<file path="src/rtl/core/htsc_pkg.sv">
// Package for the heap tree subtree copy block.
// Holds the item kind codes and the input and result beat structs.
// Depends on nothing; the top level imports it.
`default_nettype none

package htsc_pkg;

  localparam logic [2:0] KIND_LOAD_TGT = 3'd0;
  localparam logic [2:0] KIND_LOAD_SRC = 3'd1;
  localparam logic [2:0] KIND_OVERRIDE = 3'd2;
  localparam logic [2:0] KIND_EXTRACT  = 3'd3;
  localparam logic [2:0] KIND_READ_TGT = 3'd4;

  typedef struct packed {
    logic [2:0] kind;
    logic [5:0] slot_index;
    logic [7:0] atom_value;
    logic [6:0] target_position;
    logic [6:0] source_position;
  } in_t;

  typedef struct packed {
    logic [7:0] read_atom;
    logic       copy_ok;
  } out_t;

endpackage

`default_nettype wire

</file>
<file path="src/rtl/core/htsc_ram.sv">
// Generic single-port-write, single-port-read RAM with a registered read.
// Width and depth are parameters; the address width follows from the depth.
// Depends on nothing.
`default_nettype none

module htsc_ram #(
  parameter int WIDTH = 8,
  parameter int DEPTH = 64
) (
  input  wire logic                     clk,
  input  wire logic                     we,
  input  wire logic [$clog2(DEPTH)-1:0] waddr,
  input  wire logic [WIDTH-1:0]         wdata,
  input  wire logic [$clog2(DEPTH)-1:0] raddr,
  output logic      [WIDTH-1:0]         rdata
);

  logic [WIDTH-1:0] mem [DEPTH];

  always_ff @(posedge clk) begin
    if (we) begin
      mem[waddr] <= wdata;
    end
    rdata <= mem[raddr];
  end

endmodule

`default_nettype wire

</file>
<file path="src/rtl/core/heap_tree_subtree_copy_top.sv">
// Top level of the heap tree subtree copy block: control, walk stack and RAMs.
// Uses htsc_pkg for the beat structs and kind codes, and htsc_ram for storage.
// The source tree is held in two mirrored RAMs so both children read at once.
//
//   Channel  | Handshake              | Payload  | Beat taken when
//   ---------+------------------------+----------+-------------------------
//   input    | start / busy           | in_data  | start high, busy low
//   result   | out_valid (strobe)     | out_data | every cycle out_valid high
//
// Loads, unused kinds and out-of-range reads or overrides give their result straight from
// idle; an in-range read passes through a read state. An override walks the subtree in a
// visit-then-expand loop over the source RAMs, one node per pass, and stops early on an
// out-of-range target slot; an extract first runs a clearing sweep over the target.
// After reset a clearing pass zeroes both trees with busy held high. Reset is
// synchronous and active low.
// Results are strobed for one cycle; the receiver cannot stall them.
`default_nettype none

module heap_tree_subtree_copy_top
  import htsc_pkg::*;
#(
  parameter int TREE_SLOTS = 64,
  parameter int ATOM_WIDTH = 8
) (
  input  wire logic clk,
  input  wire logic rst_n,
  input  wire logic start,
  output logic      busy,
  input  wire in_t  in_data,
  output logic      out_valid,
  output out_t      out_data
);

  localparam int AW    = $clog2(TREE_SLOTS);
  localparam int CW    = (AW + 2 > 8) ? AW + 2 : 8;
  localparam int SW    = AW + 2;
  localparam int STK_D = AW + 1;
  localparam int SIW   = $clog2(STK_D);
  localparam int SPW   = $clog2(STK_D + 1);

  localparam logic [CW-1:0]  SLOTS_CW = CW'(TREE_SLOTS);
  localparam logic [SW-1:0]  SLOTS_SW = SW'(TREE_SLOTS);
  localparam logic [15:0]    SLOTS_16 = 16'(TREE_SLOTS);
  localparam logic [AW-1:0]  LAST_A   = AW'(TREE_SLOTS - 1);
  localparam logic [SPW-1:0] DEPTH_SP = SPW'(STK_D);

  typedef enum logic [5:0] {
    S_CLEAR  = 6'b000001,
    S_IDLE   = 6'b000010,
    S_READ   = 6'b000100,
    S_ROOT   = 6'b001000,
    S_VISIT  = 6'b010000,
    S_EXPAND = 6'b100000
  } state_t;

  state_t          state_r, state_nxt;
  logic [AW-1:0]   cnt_r, cnt_nxt;
  logic            clr_all_r, clr_all_nxt;
  logic [CW-1:0]   spos_r, spos_nxt;
  logic [CW-1:0]   cur_t_r, cur_t_nxt;
  logic [AW-1:0]   cur_s_r, cur_s_nxt;
  logic [SPW-1:0]  sp_r, sp_nxt;
  logic            out_valid_r, out_valid_nxt;
  out_t            out_data_r, out_data_nxt;

  logic [CW-1:0]         stk_t_r [STK_D];
  logic [AW-1:0]         stk_s_r [STK_D];
  logic [ATOM_WIDTH-1:0] stk_v_r [STK_D];

  logic                  pw0_en, pw1_en;
  logic [SIW-1:0]        pw0_i, pw1_i;
  logic [CW-1:0]         pw0_t, pw1_t;
  logic [AW-1:0]         pw0_s, pw1_s;
  logic [ATOM_WIDTH-1:0] pw0_v, pw1_v;

  logic                  tgt_we;
  logic [AW-1:0]         tgt_waddr, tgt_raddr;
  logic [ATOM_WIDTH-1:0] tgt_wdata, tgt_rdata;
  logic                  src_we;
  logic [AW-1:0]         src_waddr, srca_raddr, srcb_raddr;
  logic [ATOM_WIDTH-1:0] src_wdata, srca_rdata, srcb_rdata;

  logic [15:0]           slot_x;
  logic [39:0]           atom_x;
  logic [39:0]           rd_x;
  logic                  slot_ok;
  logic [CW-1:0]         tpos_c, spos_c;
  logic [SPW-1:0]        sp_dec, sp_one;
  logic [SIW-1:0]        top_i;
  logic [SW-1:0]         top_sl, top_sr, cur_sl, cur_sr;
  logic [CW-1:0]         ct_l, ct_r;
  logic                  push_r, push_l;

  assign slot_x  = 16'(in_data.slot_index);
  assign atom_x  = 40'(in_data.atom_value);
  assign rd_x    = 40'(tgt_rdata);
  assign slot_ok = slot_x < SLOTS_16;
  assign tpos_c  = CW'(in_data.target_position);
  assign spos_c  = CW'(in_data.source_position);

  assign sp_dec = sp_r - SPW'(1);
  assign top_i  = sp_dec[SIW-1:0];
  assign top_sl = SW'({stk_s_r[top_i], 1'b1});
  assign top_sr = SW'({stk_s_r[top_i], 1'b0}) + SW'(2);
  assign cur_sl = SW'({cur_s_r, 1'b1});
  assign cur_sr = SW'({cur_s_r, 1'b0}) + SW'(2);
  assign ct_l   = {cur_t_r[CW-2:0], 1'b1};
  assign ct_r   = {cur_t_r[CW-2:0], 1'b0} + CW'(2);

  assign push_r = (cur_sr < SLOTS_SW) && (srcb_rdata != '0) && (sp_r < DEPTH_SP);
  assign sp_one = sp_r + SPW'(push_r);
  assign push_l = (cur_sl < SLOTS_SW) && (srca_rdata != '0) && (sp_one < DEPTH_SP);

  always_comb begin
    state_nxt     = state_r;
    cnt_nxt       = cnt_r;
    clr_all_nxt   = clr_all_r;
    spos_nxt      = spos_r;
    cur_t_nxt     = cur_t_r;
    cur_s_nxt     = cur_s_r;
    sp_nxt        = sp_r;
    out_valid_nxt = 1'b0;
    out_data_nxt  = '0;

    tgt_we     = 1'b0;
    tgt_waddr  = slot_x[AW-1:0];
    tgt_wdata  = atom_x[ATOM_WIDTH-1:0];
    tgt_raddr  = slot_x[AW-1:0];
    src_we     = 1'b0;
    src_waddr  = slot_x[AW-1:0];
    src_wdata  = atom_x[ATOM_WIDTH-1:0];
    srca_raddr = top_sl[AW-1:0];
    srcb_raddr = top_sr[AW-1:0];

    pw0_en = 1'b0;
    pw0_i  = sp_r[SIW-1:0];
    pw0_t  = ct_r;
    pw0_s  = cur_sr[AW-1:0];
    pw0_v  = srcb_rdata;
    pw1_en = 1'b0;
    pw1_i  = sp_one[SIW-1:0];
    pw1_t  = ct_l;
    pw1_s  = cur_sl[AW-1:0];
    pw1_v  = srca_rdata;

    unique case (state_r)
      S_CLEAR: begin
        tgt_we    = 1'b1;
        tgt_waddr = cnt_r;
        tgt_wdata = '0;
        src_we    = clr_all_r;
        src_waddr = cnt_r;
        src_wdata = '0;
        cnt_nxt   = cnt_r + AW'(1);
        if (cnt_r == LAST_A) begin
          cnt_nxt = '0;
          if (clr_all_r) begin
            state_nxt = S_IDLE;
          end else if (spos_r >= SLOTS_CW) begin
            out_valid_nxt        = 1'b1;
            out_data_nxt.copy_ok = 1'b1;
            state_nxt            = S_IDLE;
          end else begin
            srca_raddr = spos_r[AW-1:0];
            cur_t_nxt  = '0;
            cur_s_nxt  = spos_r[AW-1:0];
            state_nxt  = S_ROOT;
          end
        end
      end
      S_IDLE: begin
        if (start) begin
          unique case (in_data.kind)
            KIND_LOAD_TGT: begin
              tgt_we        = slot_ok;
              out_valid_nxt = 1'b1;
            end
            KIND_LOAD_SRC: begin
              src_we        = slot_ok;
              out_valid_nxt = 1'b1;
            end
            KIND_OVERRIDE: begin
              if (tpos_c >= SLOTS_CW) begin
                out_valid_nxt = 1'b1;
              end else if (spos_c >= SLOTS_CW) begin
                out_valid_nxt        = 1'b1;
                out_data_nxt.copy_ok = 1'b1;
              end else begin
                srca_raddr = spos_c[AW-1:0];
                cur_t_nxt  = tpos_c;
                cur_s_nxt  = spos_c[AW-1:0];
                state_nxt  = S_ROOT;
              end
            end
            KIND_EXTRACT: begin
              spos_nxt    = spos_c;
              clr_all_nxt = 1'b0;
              cnt_nxt     = '0;
              state_nxt   = S_CLEAR;
            end
            KIND_READ_TGT: begin
              if (slot_ok) begin
                state_nxt = S_READ;
              end else begin
                out_valid_nxt = 1'b1;
              end
            end
            default: begin
              out_valid_nxt = 1'b1;
            end
          endcase
        end
      end
      S_READ: begin
        out_valid_nxt          = 1'b1;
        out_data_nxt.read_atom = rd_x[7:0];
        state_nxt              = S_IDLE;
      end
      S_ROOT: begin
        pw0_en    = 1'b1;
        pw0_i     = '0;
        pw0_t     = cur_t_r;
        pw0_s     = cur_s_r;
        pw0_v     = srca_rdata;
        sp_nxt    = SPW'(1);
        state_nxt = S_VISIT;
      end
      S_VISIT: begin
        if (stk_t_r[top_i] >= SLOTS_CW) begin
          out_valid_nxt = 1'b1;
          sp_nxt        = '0;
          state_nxt     = S_IDLE;
        end else begin
          tgt_we    = 1'b1;
          tgt_waddr = stk_t_r[top_i][AW-1:0];
          tgt_wdata = stk_v_r[top_i];
          cur_t_nxt = stk_t_r[top_i];
          cur_s_nxt = stk_s_r[top_i];
          sp_nxt    = sp_dec;
          state_nxt = S_EXPAND;
        end
      end
      S_EXPAND: begin
        pw0_en = push_r;
        pw1_en = push_l;
        sp_nxt = sp_one + SPW'(push_l);
        if ((sp_one + SPW'(push_l)) == '0) begin
          out_valid_nxt        = 1'b1;
          out_data_nxt.copy_ok = 1'b1;
          state_nxt            = S_IDLE;
        end else begin
          state_nxt = S_VISIT;
        end
      end
      default: begin
        state_nxt = S_IDLE;
      end
    endcase
  end

  always_ff @(posedge clk) begin
    if (!rst_n) begin
      state_r     <= S_CLEAR;
      cnt_r       <= '0;
      clr_all_r   <= 1'b1;
      sp_r        <= '0;
      out_valid_r <= 1'b0;
    end else begin
      state_r     <= state_nxt;
      cnt_r       <= cnt_nxt;
      clr_all_r   <= clr_all_nxt;
      sp_r        <= sp_nxt;
      out_valid_r <= out_valid_nxt;
    end
  end

  always_ff @(posedge clk) begin
    spos_r     <= spos_nxt;
    cur_t_r    <= cur_t_nxt;
    cur_s_r    <= cur_s_nxt;
    out_data_r <= out_data_nxt;
    if (pw0_en) begin
      stk_t_r[pw0_i] <= pw0_t;
      stk_s_r[pw0_i] <= pw0_s;
      stk_v_r[pw0_i] <= pw0_v;
    end
    if (pw1_en) begin
      stk_t_r[pw1_i] <= pw1_t;
      stk_s_r[pw1_i] <= pw1_s;
      stk_v_r[pw1_i] <= pw1_v;
    end
  end

  htsc_ram #(.WIDTH(ATOM_WIDTH), .DEPTH(TREE_SLOTS)) u_tgt_ram (
    .clk   (clk),
    .we    (tgt_we),
    .waddr (tgt_waddr),
    .wdata (tgt_wdata),
    .raddr (tgt_raddr),
    .rdata (tgt_rdata)
  );

  htsc_ram #(.WIDTH(ATOM_WIDTH), .DEPTH(TREE_SLOTS)) u_srca_ram (
    .clk   (clk),
    .we    (src_we),
    .waddr (src_waddr),
    .wdata (src_wdata),
    .raddr (srca_raddr),
    .rdata (srca_rdata)
  );

  htsc_ram #(.WIDTH(ATOM_WIDTH), .DEPTH(TREE_SLOTS)) u_srcb_ram (
    .clk   (clk),
    .we    (src_we),
    .waddr (src_waddr),
    .wdata (src_wdata),
    .raddr (srcb_raddr),
    .rdata (srcb_rdata)
  );

  assign busy      = (state_r != S_IDLE);
  assign out_valid = out_valid_r;
  assign out_data  = out_data_r;

`ifndef SYNTHESIS
  a_visit_has_entry: assert property (@(posedge clk) disable iff (!rst_n)
    (state_r == S_VISIT) |-> (sp_r != '0))
    else $error("walk visit with an empty stack");

  a_load_one_cycle: assert property (@(posedge clk) disable iff (!rst_n)
    (start && !busy && (in_data.kind == KIND_LOAD_TGT || in_data.kind == KIND_LOAD_SRC))
    |=> out_valid)
    else $error("load beat gave no result in the next cycle");

  a_read_data_source: assert property (@(posedge clk) disable iff (!rst_n)
    (out_valid && out_data.read_atom != '0) |-> $past(state_r == S_READ))
    else $error("nonzero read atom outside a read item");

  a_stack_bound: assert property (@(posedge clk) disable iff (!rst_n)
    (state_r == S_EXPAND) |-> (sp_r < DEPTH_SP))
    else $error("walk stack pointer beyond its depth");
`endif

endmodule

`default_nettype wire

</file>
<file path="config.mk">
export PLATFORM = sky130hd
export DESIGN_NAME = heap_tree_subtree_copy_top
export DESIGN_NICKNAME = d
export VERILOG_FILES = /design/src/rtl/core/htsc_pkg.sv /design/src/rtl/core/htsc_ram.sv /design/src/rtl/core/heap_tree_subtree_copy_top.sv
export SDC_FILE = /design/constraint.sdc
export NUM_CORES = 2
export LEC_CHECK = 0
export BUFFER_PORTS_ARGS = -buffer_cell sky130_fd_sc_hd__buf_2
export CAP_MARGIN = 20
export CELL_PAD_IN_SITES_DETAIL_PLACEMENT = 0
export CELL_PAD_IN_SITES_GLOBAL_PLACEMENT = 2
export CORE_MARGIN = 2
export CORE_UTILIZATION = 51
export CTS_CLUSTER_DIAMETER = 40
export DETAILED_ROUTE_END_ITERATION = 8
export PLACE_DENSITY_LB_ADDON = 0.1
export SLEW_MARGIN = 20
export SYNTH_ARGS = -nofsm -noshare
export SYNTH_HDL_FRONTEND = slang
export SYNTH_SLANG_ARGS = --single-unit
</file>
<file path="constraint.sdc">
create_clock -name clk -period 11.2 [get_ports clk]
set_clock_uncertainty 0.05 [all_clocks]
set_input_delay 0.56 -clock clk [delete_from_list [all_inputs] [get_ports clk]]
set_output_delay 0.56 -clock clk [all_outputs]
set_load 0.01 [all_outputs]
</file>
# Word-level counts from Yosys, hierarchy flattened
# Memories as Yosys holds them, arrays and structs flattened. A register that Yosys moved wholly into a read port is not among the register bits.
# Index checks and enable logic that the tools add are counted.
[op_classes] eq_ne=25 order_cmp=9 addsub=7 reduce_logical=15 mux=85
[ops] cell="6-bit 2-to-1 mux" count=27
[ops] cell="8-bit 2-to-1 mux" count=12
[ops] cell="6-bit case mux with 2 select lines" count=3
[ops] cell="6-bit case mux with 3 select lines" count=2
[ops] cell="6-bit case mux with 5 select lines" count=1
[ops] cell="1-bit 2-to-1 mux" count=26
[ops] cell="8-bit case mux with 3 select lines" count=1
[ops] cell="7-bit greater-or-equal comparator, second input constant" count=3
[ops] cell="8-bit case mux with 2 select lines" count=1
[ops] cell="8-bit nonzero test" count=2
[ops] cell="2-bit inequality test, second input constant" count=7
[ops] cell="6-bit == test, second input constant" count=2
[ops] cell="3-bit inequality test, second input constant" count=3
[ops] cell="1-bit case mux with 3 select lines" count=3
[ops] cell="3-bit case mux with 3 select lines" count=1
[ops] cell="9-bit AND reduction" count=1
[ops] cell="7-bit by 2-bit adder with 8-bit output, second input constant" count=1
[ops] cell="8-bit by 2-bit adder with 8-bit output, second input constant" count=1
[ops] cell="8-bit by 7-bit greater-or-equal comparator with 1-bit output, second input constant" count=1
[ops] cell="8-bit by 7-bit less-than comparator with 1-bit output, second input constant" count=1
[ops] cell="4-bit 2-to-1 mux" count=2
[ops] cell="6-bit by 7-bit less-than comparator with 1-bit output, second input constant" count=1
[ops] cell="7-bit less-than comparator, second input constant" count=1
[ops] cell="3-bit by 1-bit adder with 3-bit output" count=2
[ops] cell="25 further kinds" count=36
[word_totals] elab_cells=157 register_bits=47 mem_count=6 ramBits=1690 output_inout_bits=11 input_bits=34
[mem_list] name="u_srca_ram.mem" words=64 word_bits=8 read_ports=1 rd_ports_with_merged_regs=1 write_ports=1 line_no="htsc_ram.sv:18" rtl="logic [WIDTH-1:0] mem [DEPTH];"
[mem_list] name="u_srcb_ram.mem" words=64 word_bits=8 read_ports=1 rd_ports_with_merged_regs=1 write_ports=1 line_no="htsc_ram.sv:18"
[mem_list] name="u_tgt_ram.mem" words=64 word_bits=8 read_ports=1 rd_ports_with_merged_regs=1 write_ports=1 line_no="htsc_ram.sv:18"
[mem_list] name="stk_t_r" words=7 word_bits=8 read_ports=1 rd_ports_with_merged_regs=0 write_ports=2 line_no="heap_tree_subtree_copy_top.sv:66" rtl="logic [CW-1:0] stk_t_r [STK_D];"
[mem_list] name="stk_v_r" words=7 word_bits=8 read_ports=1 rd_ports_with_merged_regs=0 write_ports=2 line_no="heap_tree_subtree_copy_top.sv:68" rtl="logic [ATOM_WIDTH-1:0] stk_v_r [STK_D];"
[mem_list] name="stk_s_r" words=7 word_bits=6 read_ports=1 rd_ports_with_merged_regs=0 write_ports=2 line_no="heap_tree_subtree_copy_top.sv:67" rtl="logic [AW-1:0] stk_s_r [STK_D];"

# Longest topological paths before layout
[logic_depth] depth_word=11 depth_mapped=21 ltp_nobuf=19

# Modules after synthesis
# Synthesis repeated with hierarchy kept, for this count alone.
[unflattened] cells_unflattened=3878 hier_area_um2=71514.8
[modules_own_cells] mod="htsc_ram" cells_per_inst=940 instances=3 area_each_um2=20166.8
[modules_own_cells] mod="heap_tree_subtree_copy_top" cells_per_inst=1058 instances=1 area_each_um2=11014.3

# Worst setup path before layout
# No wires, ideal clock.
[synth_path] kind="flip-flop to flip-flop" from="register sp_r[0]" to="memory u_tgt_ram.mem[0][4] (data pin)" path_slack_ns=5.259 period_less_slack_ns=5.941 n_path_buf=8 t_required_ns=10.448 path_stages_with_launch=15 arrival_time_ns=5.190 cell_sequence="dfxtp_1 -> buf_6 -> buf_6 -> buf_6 -> inv_1 -> ha_1 -> buf_2 -> buf_2 -> buf_2 -> buf_2 -> clkbuf_1 -> nor2_1 -> a211oi_1 -> a21oi_1 -> o21ai_0"
[synth_between] elab_chain_cells=5 word_cells_on_any_way=6 classes_between="1 x add/sub; 1 x order compare; 2 x mux; 2 x memory"
[synth_rtl] item="start: declaration" line_no="heap_tree_subtree_copy_top.sv:62" rtl="logic [SPW-1:0] sp_r, sp_nxt;"
[synth_rtl] item="start signal: assignment" line_no="heap_tree_subtree_copy_top.sv:272" rtl="sp_r <= sp_nxt;"
[synth_rtl] item="3-bit by 1-bit subtractor with 3-bit output (*)" line_no="heap_tree_subtree_copy_top.sv:101" rtl="assign sp_dec = sp_r - SPW'(1);"
[synth_rtl] item="memory 7 x 8 bit"
[synth_rtl] item="8-bit by 7-bit greater-or-equal comparator with 1-bit output" line_no="heap_tree_subtree_copy_top.sv:229" rtl="if (stk_t_r[top_i] >= SLOTS_CW) begin"
[synth_rtl] item="8-bit 2-to-1 mux (*)" line_no="heap_tree_subtree_copy_top.sv:229"
[synth_rtl] item="8-bit case mux with 2 select lines (*)" line_no="heap_tree_subtree_copy_top.sv:146" rtl="unique case (state_r)"
[synth_rtl] item="net tgt_wdata[4]" line_no="heap_tree_subtree_copy_top.sv:78" rtl="logic [ATOM_WIDTH-1:0] tgt_wdata, tgt_rdata;"
[synth_rtl] item="end: declaration" line_no="htsc_ram.sv:18"
# Mark *: on every way through the listed nets, which the timed path passes. The rest lies on a longest branch.

# Worst setup path after layout
[layout_path] from="register sp_r[0]" to="register u_srcb_ram.rdata[5], read port of u_srcb_ram.mem"
[layout_between] elab_chain_cells=3
[layout_rtl] item="3-bit by 1-bit subtractor with 3-bit output" line_no="heap_tree_subtree_copy_top.sv:101"
[layout_rtl] item="memory 7 x 6 bit"
[layout_rtl] item="6-bit by 2-bit adder with 6-bit output" line_no="heap_tree_subtree_copy_top.sv:104" rtl="assign top_sr = SW'({stk_s_r[top_i], 1'b0}) + SW'(2);"
[layout_rtl] item="end: declaration" line_no="htsc_ram.sv:15" rtl="output logic [WIDTH-1:0] rdata"
# No other way between the ends.
# A chain may end at the register's enable or synchronous reset.

==> results.md <==
* Area delta synth->final at 13.2%
* Max stage delay on crit path at around 0.77 ns
* Root buf cell: clkbuf_16
* Worst Tran Pin Value at between 1 and 1.5 ns
* Setup TNS at 0 ns
* Max VDD drop at between 0.1 and 0.15 mV
* Status: finished, final reports clean
* RSZ-0062 raised after global routing: false
* Largest net degree at the start of global routing at 95
* Final hold violation count at 0
* Tcrit/Tclk final at between 50% and 60%
* Yosys warns at 0
* CP top delay family: buffers and inverters
* Initial antenna violation count at 0
* DR vias/cell at about 6.4
* Most frequent cells in the layout: 1,185 x edfxtp_1, 668 x nand2_1, 253 x mux4_2
* Row Count at around 120
* Dominant cells by area after synthesis: edfxtp_1 66%, mux4_2 11%, nand2_1 4.7%
* Die footprint at about 110,000 um2
* CP bufs+invs at 4
* Placed cell count at between 4,000 and 5,000
* Predominant post-synthesis flop cell: edfxtp_1
* Post-Synthesis Cell Area at about 54,000 um2
* Clock sinks at about 1,200
* CTS H-tree depth at 4
* Crit-path slowest cell: buf_4
* Yosys cell types at 73
* Tightest Hold Check Type: input port to flip-flop
* P_leak at 0.0203 uW
* Vias in the first global route at 32,606
* Final setup violating endpoints at 0
* Core Util, Final at about 58%
* Rel. slew slack at ~16%
* Mapped Cells at 3,667
* P per Cell Area at 191 nW/um2
* Num CTS Buffers at about 170
* Crit-path max FO at 64
* Post-CTS setup buffers at 0
* Grt ovf at 0
* Post-synth ARST share at 0%
* Die Y at 329 um
* Register clock-pin slew on the reported worst setup and hold paths at approximately 0.060 ns
* GRT Total Usage at 29.0%
* Worst skew pair latency at 0.76 ns
* Final Non-Filler Cells at around 5,200
* Number of max-cap violations at 0
* Top Ports at 45
* Worst path arrival time at roughly 6.6 ns
* Die W at around 330 um
* Share of cells above drive strength 1 at 18.6%
* Crit end category: flip-flop
* Initial core utilization at between 50% and 60%
* Vias after detailed routing at 33,351
* Layout Nets at between 3,000 and 4,000
* Clock period minus worst slack at 6.02 ns
* Synth area leader: edfxtp_1
* Achievable Freq at ~170 MHz
* Total routed wirelength at 156 mm
* DR WL/cell at 29.8 um
* Synthesized net count at 3,710
* CTS tree: built
* Drt first pass iters at 6
* Setup CP Type: flip-flop to flip-flop
* Max-slew violation count at 0
* Syn Area/Cell at approximately 15 um2
* Overall power at 11,700 uW
* DRT antenna net count at 0
* Synth top area share at ~66%
* RePlAce Congestion at roughly 0.86
* Max clock buf depth at 3
* Startpoint Class: flip-flop
* Worst Path Required at approximately 12 ns
* Core box area at approximately 100,000 um2
* IO Port Bufs at between 40 and 50
* Residual DRC at 0
* DR iter-0 viols at a little under 4,000
* First-pass GRT wire length at ~230 mm
* EDFF count, synth at about 1,200
* Seq/Total Area, Yosys at between 60% and 70%
* Crit-path cells: inv_1, ha_2, xnor2_4, buf_4, a211oi_1, a21oi_1, inv_4, ha_2, buf_4, mux4_2, mux2_2, o211ai_1, o21ai_1
* Seq cells post-synth at roughly 1,200
* Hpwl dp at slightly below 100 mm
* Commonest non-fill, non-tap cell in the layout: edfxtp_1
* Hold Slack at ~0.052 ns
-- layout make-up --
cell class,count,area (um2)
timing repair buffer,122,840
clock buffer,203,4440
tap,1391,1740
inverter,14,55.1
sequential,1249,36900
multi-input combinational,2148,16000
clock inverter,107,1010
fill,8117,44000
antenna,1,2.50
-- path summary, 6_finish.rpt --
| path | startpoint | end | slack, ns | cells after the start |
|---|---|---|---|---|
| setup reg to reg | sp_r[0] | u_srcb_ram.rdata[5] | 5.18 | 13 |
| setup / recovery | sp_r[0] | u_srcb_ram.rdata[5] | 5.18 | 13 |
| hold reg to reg | u_tgt_ram.rdata[5] | out_data[6] | 0.37 | 1 |
| hold / removal | in_data[12] | cur_t_r[5] | 0.05 | 3 |
-- per-layer routing --
| metal | part of all wire, % | GRT usage (%) |
|---|---|---|
| met1 | 43 | 43.0 |
| met2 | 46 | 44.0 |
| met3 | 8.6 | 5.70 |
| met4 | 2.3 | 8.16 |
| met5 | 0 | 0 |
-- where the power goes --
group	internal, uW	total [uW]	switching, uW
combinational	299	1120	820
clock	3060	5140	2080
sequential	5330	5410	81.2
-- state kept, by name, indices dropped and copies added, names as in the netlist, 3 cells and up --
signal	flops
cur_t_r	8
u_srcb_ram.mem	256
sp_r	3
u_tgt_ram.mem	512
u_srca_ram.mem	256
cnt_r	6
state_r	6
stk_t_r	56
u_tgt_ram.rdata	8
cur_s_r	6
out_data	9
u_srca_ram.rdata	8
spos_r	7
u_srcb_ram.rdata	8
stk_s_r	42
stk_v_r	56
-- kinds of logic (layout without fill, tap and decap cells) --
group                      Yosys count  count (layout)  share of synthesized area, %
other                                0               1                             0
adders and majority gates            9               9                         0.209
buffers and inverters              270             446                          2.19
muxes                              348             348                          12.4
DFF                               1249            1249                          68.5
and+or+nand+nor                   1352            1352                          11.0
xor gates and xnor gates            18              18                         0.328
AOI/OAI and AO/OA                  421             421                          5.36
-- metrics by stage --
step                cell area [um2]  worst slack [ns]
finish                        61000              5.18
floorplan                     53800              5.26
CTS                           60900              5.21
global route                  61000              4.85
global placement              55400              5.27
detailed placement            55400              5.24
-- cell usage after synthesis, drive strengths merged (10+ instances only) --
| library cell | count |
|---|---|
| nand3 | 226 |
| a21oi | 97 |
| a311o | 25 |
| a31oi | 46 |
| nor3 | 13 |
| nor2 | 244 |
| nand3b | 11 |
| mux4 | 253 |
| nand2 | 669 |
| o31ai | 88 |
| clkbuf | 139 |
| o21ai | 73 |
| nand2b | 21 |
| inv | 14 |
| buf | 117 |
| mux2i | 71 |
| a211oi | 19 |
| mux2 | 24 |
| and3 | 82 |
| edfxtp | 1185 |
| xnor2 | 10 |
| nand4 | 23 |
| and2 | 20 |
| dfxtp | 64 |
| o211ai | 26 |
-- what timing repair did --
action                                 CTS  global route
endpoints found under the hold margin    6             0
gates resized for setup                  0             0
hold buffers                             6             0
setup endpoints to repair                0             0
-- tightest hold or removal path, stage by stage --
cell,delay (ns)
buf_2,0.08
nand2_1,0.04
o21ai_0,0.06
(Power assumes the default switching activity.)
